===== src/hw/rtl/ttbl_pkg.sv =====
// Shared types and constants of the text token boundary lexer.
// Used by the front end, the result queue, the back end and the top level.
// No dependencies.
package ttbl_pkg;

  localparam logic [2:0] KIND_NEWLINE   = 3'd0;
  localparam logic [2:0] KIND_PARAGRAPH = 3'd1;
  localparam logic [2:0] KIND_INDENT    = 3'd2;
  localparam logic [2:0] KIND_WORD      = 3'd3;
  localparam logic [2:0] KIND_SYMBOL    = 3'd4;
  localparam logic [2:0] KIND_UNKNOWN   = 3'd5;

  localparam logic [1:0] MODE_IDLE  = 2'd0;
  localparam logic [1:0] MODE_BREAK = 2'd1;
  localparam logic [1:0] MODE_BLANK = 2'd2;
  localparam logic [1:0] MODE_WORD  = 2'd3;

  localparam logic [7:0] CHAR_TAB      = 8'h09;
  localparam logic [7:0] CHAR_LF       = 8'h0A;
  localparam logic [7:0] CHAR_CR       = 8'h0D;
  localparam logic [7:0] CHAR_SPACE    = 8'h20;
  localparam logic [7:0] CHAR_DEL      = 8'h7F;

  typedef struct packed {
    logic [7:0] text_byte;
    logic       end_of_text;
  } in_item_t;

  typedef struct packed {
    logic [2:0] token_kind;
    logic [7:0] token_byte;
    logic       token_start;
    logic       token_end;
    logic       last_of_run;
  } out_item_t;

  // One queue entry holds all results of one request: r0, plus r1 when two is set.
  typedef struct packed {
    logic      two;
    out_item_t r0;
    out_item_t r1;
  } entry_t;

  typedef struct packed {
    logic full;
    logic empty;
  } queue_status_t;

endpackage


===== src/hw/rtl/text_token_boundary_lexer_core.sv =====
// Text token boundary lexer, top level: front end, result queue, back end.
// Results of an accepted byte are written into the registered queue and shown from its head.
// Throughput: one byte per cycle while the queue has room; results leave at one
// per cycle while out_pop is asserted, through the single output port.
// Reset: synchronous, active low; clears the run state and empties the queue.
module text_token_boundary_lexer_core
  import ttbl_pkg::*;
#(
  parameter int QUEUE_DEPTH = 4
) (
  input  logic      clk,
  input  logic      rst_n,
  input  in_item_t  in_item,
  input  logic      in_push,
  output logic      in_full,
  output out_item_t out_item,
  output logic      out_empty,
  input  logic      out_pop
);

  logic          accept;
  logic          wr_en;
  entry_t        wr_entry;
  logic          rd_en;
  entry_t        head;
  queue_status_t status;

  assign in_full = status.full;
  assign accept = in_push && !status.full;

  ttbl_front u_front (
    .clk      (clk),
    .rst_n    (rst_n),
    .accept   (accept),
    .in_item  (in_item),
    .wr_en    (wr_en),
    .wr_entry (wr_entry)
  );

  ttbl_fifo #(
    .DEPTH (QUEUE_DEPTH)
  ) u_fifo (
    .clk     (clk),
    .rst_n   (rst_n),
    .wr_en   (wr_en),
    .wr_data (wr_entry),
    .rd_en   (rd_en),
    .rd_data (head),
    .status  (status)
  );

  ttbl_back u_back (
    .clk       (clk),
    .rst_n     (rst_n),
    .head      (head),
    .status    (status),
    .rd_en     (rd_en),
    .out_item  (out_item),
    .out_empty (out_empty),
    .out_pop   (out_pop)
  );

  a_reset_empty: assert property (@(posedge clk)
    $past(!rst_n) |-> out_empty)
    else $error("results pending right after reset");

  a_single_tokens: assert property (@(posedge clk) disable iff (!rst_n)
    !out_empty && out_item.token_kind != KIND_WORD |->
      out_item.token_start && out_item.token_end)
    else $error("single-result token without start and end marks");

endmodule


===== src/hw/rtl/ttbl_front.sv =====
// Front end of the lexer: holds the run state, classifies each accepted byte
// and forms the results it causes (none, one or two) as one queue entry.
// Depends on ttbl_pkg.
module ttbl_front
  import ttbl_pkg::*;
(
  input  logic          clk,
  input  logic          rst_n,
  input  logic          accept,
  input  in_item_t      in_item,
  output logic          wr_en,
  output entry_t        wr_entry
);

  typedef struct packed {
    logic      vld;
    out_item_t item;
  } close_tok_t;

  logic [1:0] mode_r, mode_nxt;
  logic       cr_r, cr_nxt;
  logic [1:0] nlt_r, nlt_nxt;
  logic [1:0] blt_r, blt_nxt;
  logic       tab_r, tab_nxt;
  logic [7:0] hb_r, hb_nxt;
  logic       hf_r, hf_nxt;

  function automatic close_tok_t close_tok(input logic [1:0] mode, input logic [1:0] nlt,
                                           input logic [1:0] blt, input logic tab,
                                           input logic [7:0] hb, input logic hf);
    close_tok_t t;
    t = '0;
    unique case (mode)
      MODE_BREAK: begin
        t.vld = 1'b1;
        t.item.token_kind = (nlt >= 2'd2) ? KIND_PARAGRAPH : KIND_NEWLINE;
        t.item.token_start = 1'b1;
        t.item.token_end = 1'b1;
      end
      MODE_BLANK: begin
        t.vld = tab || (blt >= 2'd2);
        t.item.token_kind = KIND_INDENT;
        t.item.token_start = 1'b1;
        t.item.token_end = 1'b1;
      end
      MODE_WORD: begin
        t.vld = 1'b1;
        t.item.token_kind = KIND_WORD;
        t.item.token_byte = hb;
        t.item.token_start = hf;
        t.item.token_end = 1'b1;
      end
      default: begin
        t.vld = 1'b0;
      end
    endcase
    return t;
  endfunction

  always_comb begin
    logic [7:0] b;
    logic       is_nl;
    logic       is_bl;
    logic       is_wd;
    logic [1:0] cnt;
    out_item_t  r0;
    out_item_t  r1;
    out_item_t  x;
    close_tok_t ct;
    b = in_item.text_byte;
    is_nl = (b == CHAR_CR) || (b == CHAR_LF);
    is_bl = (b == CHAR_SPACE) || (b == CHAR_TAB);
    is_wd = (b >= 8'h61 && b <= 8'h7A) || (b >= 8'h41 && b <= 8'h5A) ||
            (b >= 8'h30 && b <= 8'h39);
    cnt = 2'd0;
    r0 = '0;
    r1 = '0;
    x = '0;
    ct = '0;
    mode_nxt = mode_r;
    cr_nxt = cr_r;
    nlt_nxt = nlt_r;
    blt_nxt = blt_r;
    tab_nxt = tab_r;
    hb_nxt = hb_r;
    hf_nxt = hf_r;

    if (mode_r == MODE_BREAK && is_nl) begin
      if (b == CHAR_LF && cr_r) begin
        cr_nxt = 1'b0;
      end else begin
        if (nlt_r < 2'd2) begin
          nlt_nxt = nlt_r + 2'd1;
        end
        cr_nxt = (b == CHAR_CR);
      end
    end else if (mode_r == MODE_BREAK && is_bl) begin
      cr_nxt = 1'b0;
    end else if (mode_r == MODE_BLANK && is_bl) begin
      if (blt_r < 2'd2) begin
        blt_nxt = blt_r + 2'd1;
      end
      if (b == CHAR_TAB) begin
        tab_nxt = 1'b1;
      end
    end else if (mode_r == MODE_WORD && is_wd) begin
      x = '0;
      x.token_kind = KIND_WORD;
      x.token_byte = hb_r;
      x.token_start = hf_r;
      r0 = x;
      cnt = 2'd1;
      hb_nxt = b;
      hf_nxt = 1'b0;
    end else begin
      ct = close_tok(mode_r, nlt_r, blt_r, tab_r, hb_r, hf_r);
      if (ct.vld) begin
        r0 = ct.item;
        cnt = 2'd1;
      end
      mode_nxt = MODE_IDLE;
      cr_nxt = 1'b0;
      nlt_nxt = 2'd0;
      blt_nxt = 2'd0;
      tab_nxt = 1'b0;
      hb_nxt = 8'd0;
      hf_nxt = 1'b0;
      if (is_nl) begin
        mode_nxt = MODE_BREAK;
        nlt_nxt = 2'd1;
        cr_nxt = (b == CHAR_CR);
      end else if (is_bl) begin
        mode_nxt = MODE_BLANK;
        blt_nxt = 2'd1;
        tab_nxt = (b == CHAR_TAB);
      end else if (is_wd) begin
        mode_nxt = MODE_WORD;
        hb_nxt = b;
        hf_nxt = 1'b1;
      end else begin
        x = '0;
        x.token_start = 1'b1;
        x.token_end = 1'b1;
        if (b >= CHAR_SPACE && b < CHAR_DEL) begin
          x.token_kind = KIND_SYMBOL;
          x.token_byte = b;
        end else begin
          x.token_kind = KIND_UNKNOWN;
        end
        if (cnt == 2'd0) begin
          r0 = x;
        end else begin
          r1 = x;
        end
        cnt = cnt + 2'd1;
      end
    end

    if (in_item.end_of_text) begin
      ct = close_tok(mode_nxt, nlt_nxt, blt_nxt, tab_nxt, hb_nxt, hf_nxt);
      if (ct.vld && cnt < 2'd2) begin
        if (cnt == 2'd0) begin
          r0 = ct.item;
        end else begin
          r1 = ct.item;
        end
        cnt = cnt + 2'd1;
      end
      mode_nxt = MODE_IDLE;
      cr_nxt = 1'b0;
      nlt_nxt = 2'd0;
      blt_nxt = 2'd0;
      tab_nxt = 1'b0;
      hb_nxt = 8'd0;
      hf_nxt = 1'b0;
    end

    if (cnt == 2'd1) begin
      r0.last_of_run = 1'b1;
    end else if (cnt == 2'd2) begin
      r1.last_of_run = 1'b1;
    end

    wr_en = accept && (cnt != 2'd0);
    wr_entry.two = (cnt == 2'd2);
    wr_entry.r0 = r0;
    wr_entry.r1 = r1;
  end

  always_ff @(posedge clk) begin
    if (!rst_n) begin
      mode_r <= MODE_IDLE;
      cr_r <= 1'b0;
      nlt_r <= 2'd0;
      blt_r <= 2'd0;
      tab_r <= 1'b0;
      hb_r <= 8'd0;
      hf_r <= 1'b0;
    end else if (accept) begin
      mode_r <= mode_nxt;
      cr_r <= cr_nxt;
      nlt_r <= nlt_nxt;
      blt_r <= blt_nxt;
      tab_r <= tab_nxt;
      hb_r <= hb_nxt;
      hf_r <= hf_nxt;
    end
  end

  // A final byte always leaves the lexer idle.
  a_eot_idle: assert property (@(posedge clk) disable iff (!rst_n)
    accept && in_item.end_of_text |=> mode_r == MODE_IDLE)
    else $error("lexer not idle after final byte");

  // The first-byte mark only lives inside a word run.
  a_first_in_word: assert property (@(posedge clk) disable iff (!rst_n)
    hf_r |-> mode_r == MODE_WORD)
    else $error("held first mark outside word run");

endmodule


===== src/hw/rtl/ttbl_fifo.sv =====
// Short register queue of result entries between front and back end.
// Depends on ttbl_pkg.
module ttbl_fifo
  import ttbl_pkg::*;
#(
  parameter int DEPTH = 4
) (
  input  logic          clk,
  input  logic          rst_n,
  input  logic          wr_en,
  input  entry_t        wr_data,
  input  logic          rd_en,
  output entry_t        rd_data,
  output queue_status_t status
);

  localparam int PTR_W = $clog2(DEPTH);
  localparam int CNT_W = $clog2(DEPTH + 1);

  entry_t             mem_r [DEPTH];
  logic [PTR_W-1:0]   wr_ptr_r, wr_ptr_nxt;
  logic [PTR_W-1:0]   rd_ptr_r, rd_ptr_nxt;
  logic [CNT_W-1:0]   count_r, count_nxt;
  logic               do_wr;
  logic               do_rd;

  assign status.full = (count_r == CNT_W'(DEPTH));
  assign status.empty = (count_r == '0);
  assign do_wr = wr_en && !status.full;
  assign do_rd = rd_en && !status.empty;
  assign rd_data = mem_r[rd_ptr_r];

  always_comb begin
    wr_ptr_nxt = wr_ptr_r;
    rd_ptr_nxt = rd_ptr_r;
    count_nxt = count_r;
    if (do_wr) begin
      wr_ptr_nxt = (wr_ptr_r == PTR_W'(DEPTH - 1)) ? '0 : wr_ptr_r + PTR_W'(1);
    end
    if (do_rd) begin
      rd_ptr_nxt = (rd_ptr_r == PTR_W'(DEPTH - 1)) ? '0 : rd_ptr_r + PTR_W'(1);
    end
    if (do_wr && !do_rd) begin
      count_nxt = count_r + CNT_W'(1);
    end else if (do_rd && !do_wr) begin
      count_nxt = count_r - CNT_W'(1);
    end
  end

  always_ff @(posedge clk) begin
    if (!rst_n) begin
      wr_ptr_r <= '0;
      rd_ptr_r <= '0;
      count_r <= '0;
    end else begin
      wr_ptr_r <= wr_ptr_nxt;
      rd_ptr_r <= rd_ptr_nxt;
      count_r <= count_nxt;
    end
  end

  always_ff @(posedge clk) begin
    if (do_wr) begin
      mem_r[wr_ptr_r] <= wr_data;
    end
  end

  a_count_range: assert property (@(posedge clk) disable iff (!rst_n)
    count_r <= CNT_W'(DEPTH))
    else $error("queue count beyond depth");

endmodule


===== src/hw/rtl/ttbl_back.sv =====
// Back end of the lexer: drains queue entries and hands out their results
// one per cycle on the result channel while out_pop is asserted.
// Depends on ttbl_pkg.
module ttbl_back
  import ttbl_pkg::*;
(
  input  logic          clk,
  input  logic          rst_n,
  input  entry_t        head,
  input  queue_status_t status,
  output logic          rd_en,
  output out_item_t     out_item,
  output logic          out_empty,
  input  logic          out_pop
);

  logic sub_r, sub_nxt;
  logic take;

  assign out_empty = status.empty;
  assign out_item = sub_r ? head.r1 : head.r0;
  assign take = out_pop && !status.empty;
  assign rd_en = take && (sub_r == head.two);

  always_comb begin
    sub_nxt = sub_r;
    if (take) begin
      sub_nxt = !rd_en;
    end
  end

  always_ff @(posedge clk) begin
    if (!rst_n) begin
      sub_r <= 1'b0;
    end else begin
      sub_r <= sub_nxt;
    end
  end

  // The second result is only ever selected within a two-result entry.
  a_sub_valid: assert property (@(posedge clk) disable iff (!rst_n)
    sub_r |-> !status.empty && head.two)
    else $error("second result selected without such an entry");

endmodule

===== config.mk =====
export PLATFORM = sky130hd
export DESIGN_NAME = text_token_boundary_lexer_core
export DESIGN_NICKNAME = d
export VERILOG_FILES = /design/src/hw/rtl/ttbl_pkg.sv /design/src/hw/rtl/text_token_boundary_lexer_core.sv /design/src/hw/rtl/ttbl_front.sv /design/src/hw/rtl/ttbl_fifo.sv /design/src/hw/rtl/ttbl_back.sv
export SDC_FILE = /design/constraint.sdc
export NUM_CORES = 1
export LEC_CHECK = 0
export BUFFER_PORTS_ARGS = -buffer_cell sky130_fd_sc_hd__buf_2
export CORE_ASPECT_RATIO = 0.7
export CORE_MARGIN = 2
export CORE_UTILIZATION = 48
export CTS_BUF_LIST = sky130_fd_sc_hd__clkbuf_8
export CTS_CLUSTER_DIAMETER = 150
export DETAILED_ROUTE_END_ITERATION = 8
export GPL_ROUTABILITY_DRIVEN = 1
export SLEW_MARGIN = 30
export SYNTH_ARGS = -nofsm -noshare
export SYNTH_HDL_FRONTEND = slang
export SYNTH_SLANG_ARGS = --single-unit

===== constraint.sdc =====
create_clock -name clk -period 13.6 [get_ports clk]
set_input_delay 2.72 -clock clk [delete_from_list [all_inputs] [get_ports clk]]
set_output_delay 2.72 -clock clk [all_outputs]
set_load 0.05 [all_outputs]

---- Word level (Yosys, flattened, before mapping) ----
Memories as Yosys holds them, arrays and structs flattened. A register that Yosys moved wholly into a read port is not among the register bits.
Index checks and enable logic that the tools add are counted.
storage, ports and cells
  output and inout port bits .............. 16
  memory bits (writable) .................. 116
  memories ................................ 1
  word-level logic and storage cells ...... 213
  input bits .............................. 13
  flip-flop bits (word level) ............. 25
memory list
  memory        depth  bits a word  rd ports  clocked after memory_dff  write ports  line             RTL
  u_fifo.mem_r  4      29           1         1                         1            ttbl_fifo.sv:20  entry_t mem_r [DEPTH];
operators by class
  equal/unequal tests ..................... 18
  muxes and demuxes ....................... 121
  $add $sub $neg .......................... 8
  reductions and logical operators ........ 39
  $lt $le $gt $ge ......................... 15
operators by type and width
  kind                 number
  $mux 14              24
  $mux 8               11
  $mux 2               39
  $mux 1               39
  $eq 8x4->1 const B   3
  $logic_and 1x1->1    18
  $pmux 3 s3           2
  $ge 8x6->1 const B   2
  $ge 8x7->1 const B   2
  $le 8x7->1 const B   2
  $eq 2x2->1 const B   7
  $add 2x1->2 const B  6
  $eq 8x6->1 const B   1
  $ge 2x2->1 const B   4
  $le 8x6->1 const B   1
  $lt 8x7->1 const B   1
  $ne 4x2->1 const B   2
  $pmux 2 s2           2
  $reduce_or 2->1      4
  $eq 2x1->1 const B   3
  $logic_or 1x1->1     6
  $lt 2x2->1 const B   3
  $mux 3               2
  $logic_not 1->1      5
  other kinds (9)      12

---- Logic depth before layout (Yosys ltp) ----
  word-level depth ........................ 33
  mapped depth ............................ 21
  mapped depth without buffers ............ 19

---- Cells and area by module ----
A second synthesis with hierarchy kept.
unflattened totals
  cells, all modules ...................... 531
  area total of the unflattened synthesis .. 7,339.5 um^2
modules (own cells, without submodules)
  module                          instances  area each (um^2)  seq. area each (um^2)  cells each
  ttbl_fifo                       1          4,673.2           3,663.5                202
  ttbl_front                      1          2,356.0           340.3                  304
  ttbl_back                       1          296.5             20.0                   24
  text_token_boundary_lexer_core  1          13.8              0.0                    1

---- Least setup slack after synthesis ----
OpenSTA, ideal clock, no wires.
  kind .................................... input port to flip-flop
  from .................................... input in_item[5] (netlist name)
  to ...................................... register u_fifo.count_r[2]
  data arrival time ....................... 6.918 ns
  required time ........................... 13.524 ns
  setup time .............................. 0.076 ns
  stages on the path ...................... 21
  path buffers ............................ 3
  slack ................................... 6.607 ns
  cell sequence ........................... buf_2 -> and2_1 -> o31a_1 -> nor4_1 -> buf_2 -> inv_1 -> ha_1 -> or3_4 -> a31oi_4 -> inv_2 -> ha_1 -> a2111o_1 -> and2_4 -> buf_6 -> o21a_1 -> ha_1 -> inv_1 -> fa_1 -> xor2_1 -> or3_1 -> a21boi_0
on the way
  cells in the longest elaborated chain, start to end .. 24
  elaborated cells between the ends (all ways) .. 69
  those cells by class .................... add/sub (1); order compare (8); eq/ne (7); mux (32); reduce/logical (21)
ends and longest elaborated chain
  element                                          line                                  RTL
  start: declaration                               text_token_boundary_lexer_core.sv:13  input in_item_t in_item,
  $ge 8x7->1 / $le 8x7->1 (equally long branches)  ttbl_front.sv:73                      is_wd = (b >= 8'h61 && b <= 8'h7A) || (b >= 8'h41 && b <= 8'h5A) ||
  $logic_and 1x1->1                                ttbl_front.sv:73
  $logic_or 1x1->1 (2 in a row)                    ttbl_front.sv:73
  $mux 2                                           ttbl_front.sv:136                     end else if (is_wd) begin
  $mux 2                                           ttbl_front.sv:132                     end else if (is_bl) begin
  $mux 2                                           ttbl_front.sv:128                     if (is_nl) begin
  $mux 2                                           ttbl_front.sv:106                     end else if (mode_r == MODE_WORD && is_wd) begin
  $mux 2                                           ttbl_front.sv:99                      end else if (mode_r == MODE_BLANK && is_bl) begin
  (+8 left out)                                    n/a
  $mux 2 (*)                                       ttbl_front.sv:159                     if (in_item.end_of_text) begin
  $reduce_bool 2->1 (*)                            ttbl_front.sv:184                     wr_en = accept && (cnt != 2'd0);
  $logic_and 1x1->1 (*)                            ttbl_front.sv:184
  $logic_and 1x1->1 (*)                            ttbl_fifo.sv:29                       assign do_wr = wr_en && !status.full;
  via u_fifo.do_wr                                 ttbl_fifo.sv:24                       logic do_wr;
  $logic_not 1->1                                  ttbl_fifo.sv:45                       end else if (do_rd && !do_wr) begin
  $logic_and 1x1->1                                ttbl_fifo.sv:45
  $reduce_bool 2->1 (no line)                      n/a
  end signal: assignment                           ttbl_fifo.sv:58                       count_r <= count_nxt;
  end: declaration                                 ttbl_fifo.sv:23                       logic [CNT_W-1:0] count_r, count_nxt;
The timed path passes the listed nets; every way through them passes the cells marked *. The select of a mux whose other input is x is not followed.
A chain may end at the register's enable or synchronous reset.

---- Worst setup path in the final report ----
  from .................................... input in_item[3] (netlist name)
  to ...................................... register u_fifo.count_r[2]
Same word-level chain as after synthesis.

==> reports/metrics.yaml <==
run_status:
  status: "complete, no violations"
synth:
  muxShareOfSynthArea_pct: 12.5
  ys_ff_latch: 139
  avgSynthCellArea_sq_um: 13.4
  syn_inst: 517
  synth_warnings: 0
  synth-main-ff-cell: "edfxtp_1"
  synth_edf_count: 112
  synth_simple_gate_area_share_pct: 10.8
  synth_nets: 553
  async_flop_share_pct: 0
  synthDistinctLibCells: 69
  synth_area_sq_um: 6950
  synth_fa_ha_area_share_pct: 4.25
  synth_top_family_by_area: "multiplexers"
  synth-xor-area-share_pct: 0.504
  ys_seq_area_share_pct: 56.2
  synth_compound_area_share_pct: 12.4
setup_path:
  worstPathRequired_ns: 13.97
  r2r_end: "u_fifo.count_r[2]"
  r2r_setup_slack_ns: 8.66
  critical_path_class: "in2reg"
  ff2ff_path_depth: 18
  worst_ep_arrival_time_ns: 7.28
  cp_max_fo: 13
  endpoint_kind: "flip-flop"
  rr_startpoint: "u_front.mode_r[1]"
  start_kind: "input port"
pwr:
  p_leak_nw: 2.58
  p_per_area_nw_per_um2: 157
  p_total_w: 0.00119
  ir_drop_uv: 69.0
layout:
  drive_gt1_share_pct: 24.1
  syn_to_final_growth_pct: 9.54
  final_nets: 575
  fin_util_pct: 54.3
  insertedDiodeCount: 0
timing:
  tns_ns: 0
  rsz0062_at_grt: "no"
  min_period_ns: 6.92
  fmax_mhz: 145
  maxSlewViolCount: 0
  hold_violations: 0
  finClkSkew_ns: 0.0190
  setup_viol: 0
  fin_crit_sh_pct: 50.9
  max-slew-margin-rel_pct: 33.3
  worst_pin_slew_ns: 1.00
die:
  initial_core_util_pct: 49.6
  die_area_sq_um: 15500
  rows: 36
  die_h_um: 105
  io_pins: 29
  coreArea_sq_um: 14000
  die_w_um: 148
grt:
  grt_overflow: 0
  grt_max_degree: 29
  gr-usage-all-layers_pct: 21.0
  grt_first_pass_wirelength_um: 24600
  antenna_found_initial: 0
  grt_pass1_vias: 4358
placement:
  io_buffers: 28
  place.gp.congestion: 0.969
  hpwl_um: 10300
route:
  drtPass1Iterations: 6
  routedWlPerCell_um: 20.9
  drt-vias-per-instance: 6.08
  drtIter0Drc: 691
  vias: 4509
  wl_um: 15500
  postRouteAntennaNets: 0
  drc_errors: 0
cts:
  cts.sinks: 139
  clock_latency_ns: 0.44
  cts.path.max_buffers: 2
  cts_made_buffers: 17
  holdBufCountCts: 0
  cts_tree: "built"
  cts_setup_buffers: 0
  path_clk_slew_ns: 0.08
  htree_levels: 4
  cts_resized: 0
  clockRootBuffer: "clkbuf_8"
hold_path:
  hold_depth: 2
  hp-start: "u_front.cr_r"
  hold_end: "u_front.cr_r"
  hold_class: "reg2reg"
run:
  maxCapViolCount: 0
critical path, stage by stage:
cell      delay (ns)
buf_2           0.19
and2_1          0.19
o31a_1          0.30
nor4_1          0.32
buf_4           0.25
inv_1           0.13
ha_1            0.30
or3_4           0.40
a31oi_4         0.27
inv_2           0.07
ha_1            0.32
a2111o_1        0.15
and2_4          0.23
o21a_1          0.12
ha_1            0.18
inv_1           0.07
fa_1            0.43
xor2_1          0.18
or3_1           0.30
a21boi_0        0.16
metal layers:
| layer | up-vias | global-route usage (%) | routed length (um) |
|---|---|---|---|
| met5 | - | 0 | 0 |
| met4 | 0 | 4.81 | 148 |
| met3 | 16 | 5.55 | 1250 |
| met2 | 192 | 29.5 | 6670 |
| met1 | 2235 | 32.5 | 7430 |
| li1 | 2066 | - | - |
worst max-delay path by stage:
stage | from | end | slack (ns) | cells after the start
global placement | in_item[3] | u_fifo.count_r[2] | 6.43 | 20
finish | in_item[3] | u_fifo.count_r[2] | 6.68 | 20
global route | in_item[3] | u_fifo.mem_r[1][19] | 6.39 | 14
CTS | in_item[3] | u_fifo.count_r[2] | 6.75 | 20
floorplan | in_item[5] | u_fifo.count_r[2] | 6.61 | 21
detailed placement | in_item[3] | u_fifo.count_r[2] | 6.34 | 20
synthesized netlist by cell type (3+ instances only):
cell       count  area share, %
nor3_1         7           0.50
o2111ai_1      3           0.38
nand4_1        4           0.36
clkbuf_1      16           0.86
mux4_2        28            9.1
a21oi_1        8           0.58
nor2b_1       21            1.9
a22oi_1       18            1.9
edfxtp_1     112             48
nand3_1       25            1.8
nor2_1        25            1.4
inv_1         18           0.97
mux2_2        16            2.6
o211ai_1       4           0.43
nor4_1         4           0.36
a221oi_1       3           0.38
buf_6          3           0.49
o211a_1        5           0.72
nand2_1       26            1.4
and2_1         5           0.45
a21boi_0       4           0.43
mux2i_1        6           0.86
buf_2         10           0.72
nand2b_1       3           0.27
a211oi_1       3           0.32
and3_1         3           0.27
dfxtp_1       27            7.8
o21ai_0       20            1.4
nor3b_1        3           0.32
ha_1          22            4.0
buf_1          3           0.16
o31ai_1        8           0.86
a221o_1        5           0.72
xnor2_1        3           0.38
flip-flops by register name, indices dropped and copies added (netlist names), named ones only:
signal and cells:
u_fifo.mem_r 112, u_front.hf_r 1, u_front.nlt_r 2, u_front.blt_r 2
u_front.tab_r 1, u_back.sub_r 1, u_fifo.count_r 3, u_front.cr_r 1
u_front.hb_r 8, u_fifo.wr_ptr_r 2, u_fifo.rd_ptr_r 2, u_front.mode_r 2
cells by family after synthesis:
logic type	count (synthesis)
flops	139
compound gates	107
xor+xnor	4
mux	50
simple gates	142
fa+ha+maj	23
buf+inv	52
power by group:
part | switching [W] | internal (W) | total [W] | leakage, nW
clock | 0.000171 | 0.000148 | 0.000319 | 0.186
sequential | 0.0000380 | 0.000504 | 0.000542 | 1.28
combinational | 0.000206 | 0.000126 | 0.000332 | 1.11
final cells by class:
class,instances,area (sq um)
clock inverter,15,140
inverter,20,75.1
tap,190,238
clock buffer,17,234
timing repair buffer,35,193
fill,1157,6400
sequential,139,3910
multi-input combinational,326,2820
layout by cell type (no fill, tap or decap), types with 3 or more instances in the layout:
| cell | Yosys | layout |
|---|---|---|
| edfxtp_1 | 112 | 112 |
| mux4_2 | 28 | 28 |
| buf_2 | 10 | 28 |
| nand2_1 | 26 | 26 |
| nand3_1 | 25 | 25 |
| dfxtp_1 | 27 | 25 |
| nor2_1 | 25 | 24 |
| ha_1 | 22 | 22 |
| nor2b_1 | 21 | 21 |
| o21ai_0 | 20 | 20 |
| inv_1 | 18 | 19 |
| a22oi_1 | 18 | 18 |
| clkbuf_8 | 0 | 17 |
| mux2_2 | 16 | 16 |
| o31ai_1 | 8 | 8 |
| a21oi_1 | 8 | 8 |
| nor3_1 | 7 | 7 |
| buf_4 | 0 | 7 |
| mux2i_1 | 6 | 6 |
| and2_1 | 5 | 5 |
| o211a_1 | 5 | 5 |
| a221o_1 | 5 | 5 |
| inv_6 | 0 | 5 |
| o211ai_1 | 4 | 4 |
| nand4_1 | 4 | 4 |
| a21boi_0 | 4 | 4 |
| and3_1 | 3 | 3 |
| nor4_1 | 4 | 3 |
| nand2b_1 | 3 | 3 |
| a211oi_1 | 3 | 3 |
| nor3b_1 | 3 | 3 |
| o2111ai_1 | 3 | 3 |
| xnor2_1 | 3 | 3 |
| a221oi_1 | 3 | 3 |
| clkinvlp_4 | 0 | 3 |
through the flow:
| step | area (sq um) | instances | worst slack, ns | hold slack (ns) |
|---|---|---|---|---|
| floorplan | 6950 | 517 | 6.61 | 0.456 |
| global placement | 7220 | 710 | 6.43 | 0.492 |
| detailed placement | 7230 | 710 | 6.34 | 0.495 |
| CTS | 7600 | 742 | 6.75 | 0.509 |
| global route | 7610 | 742 | 6.39 | 0.551 |
| finish | 7610 | 742 | 6.68 | 0.513 |
Power figures use the tool's default switching activity.
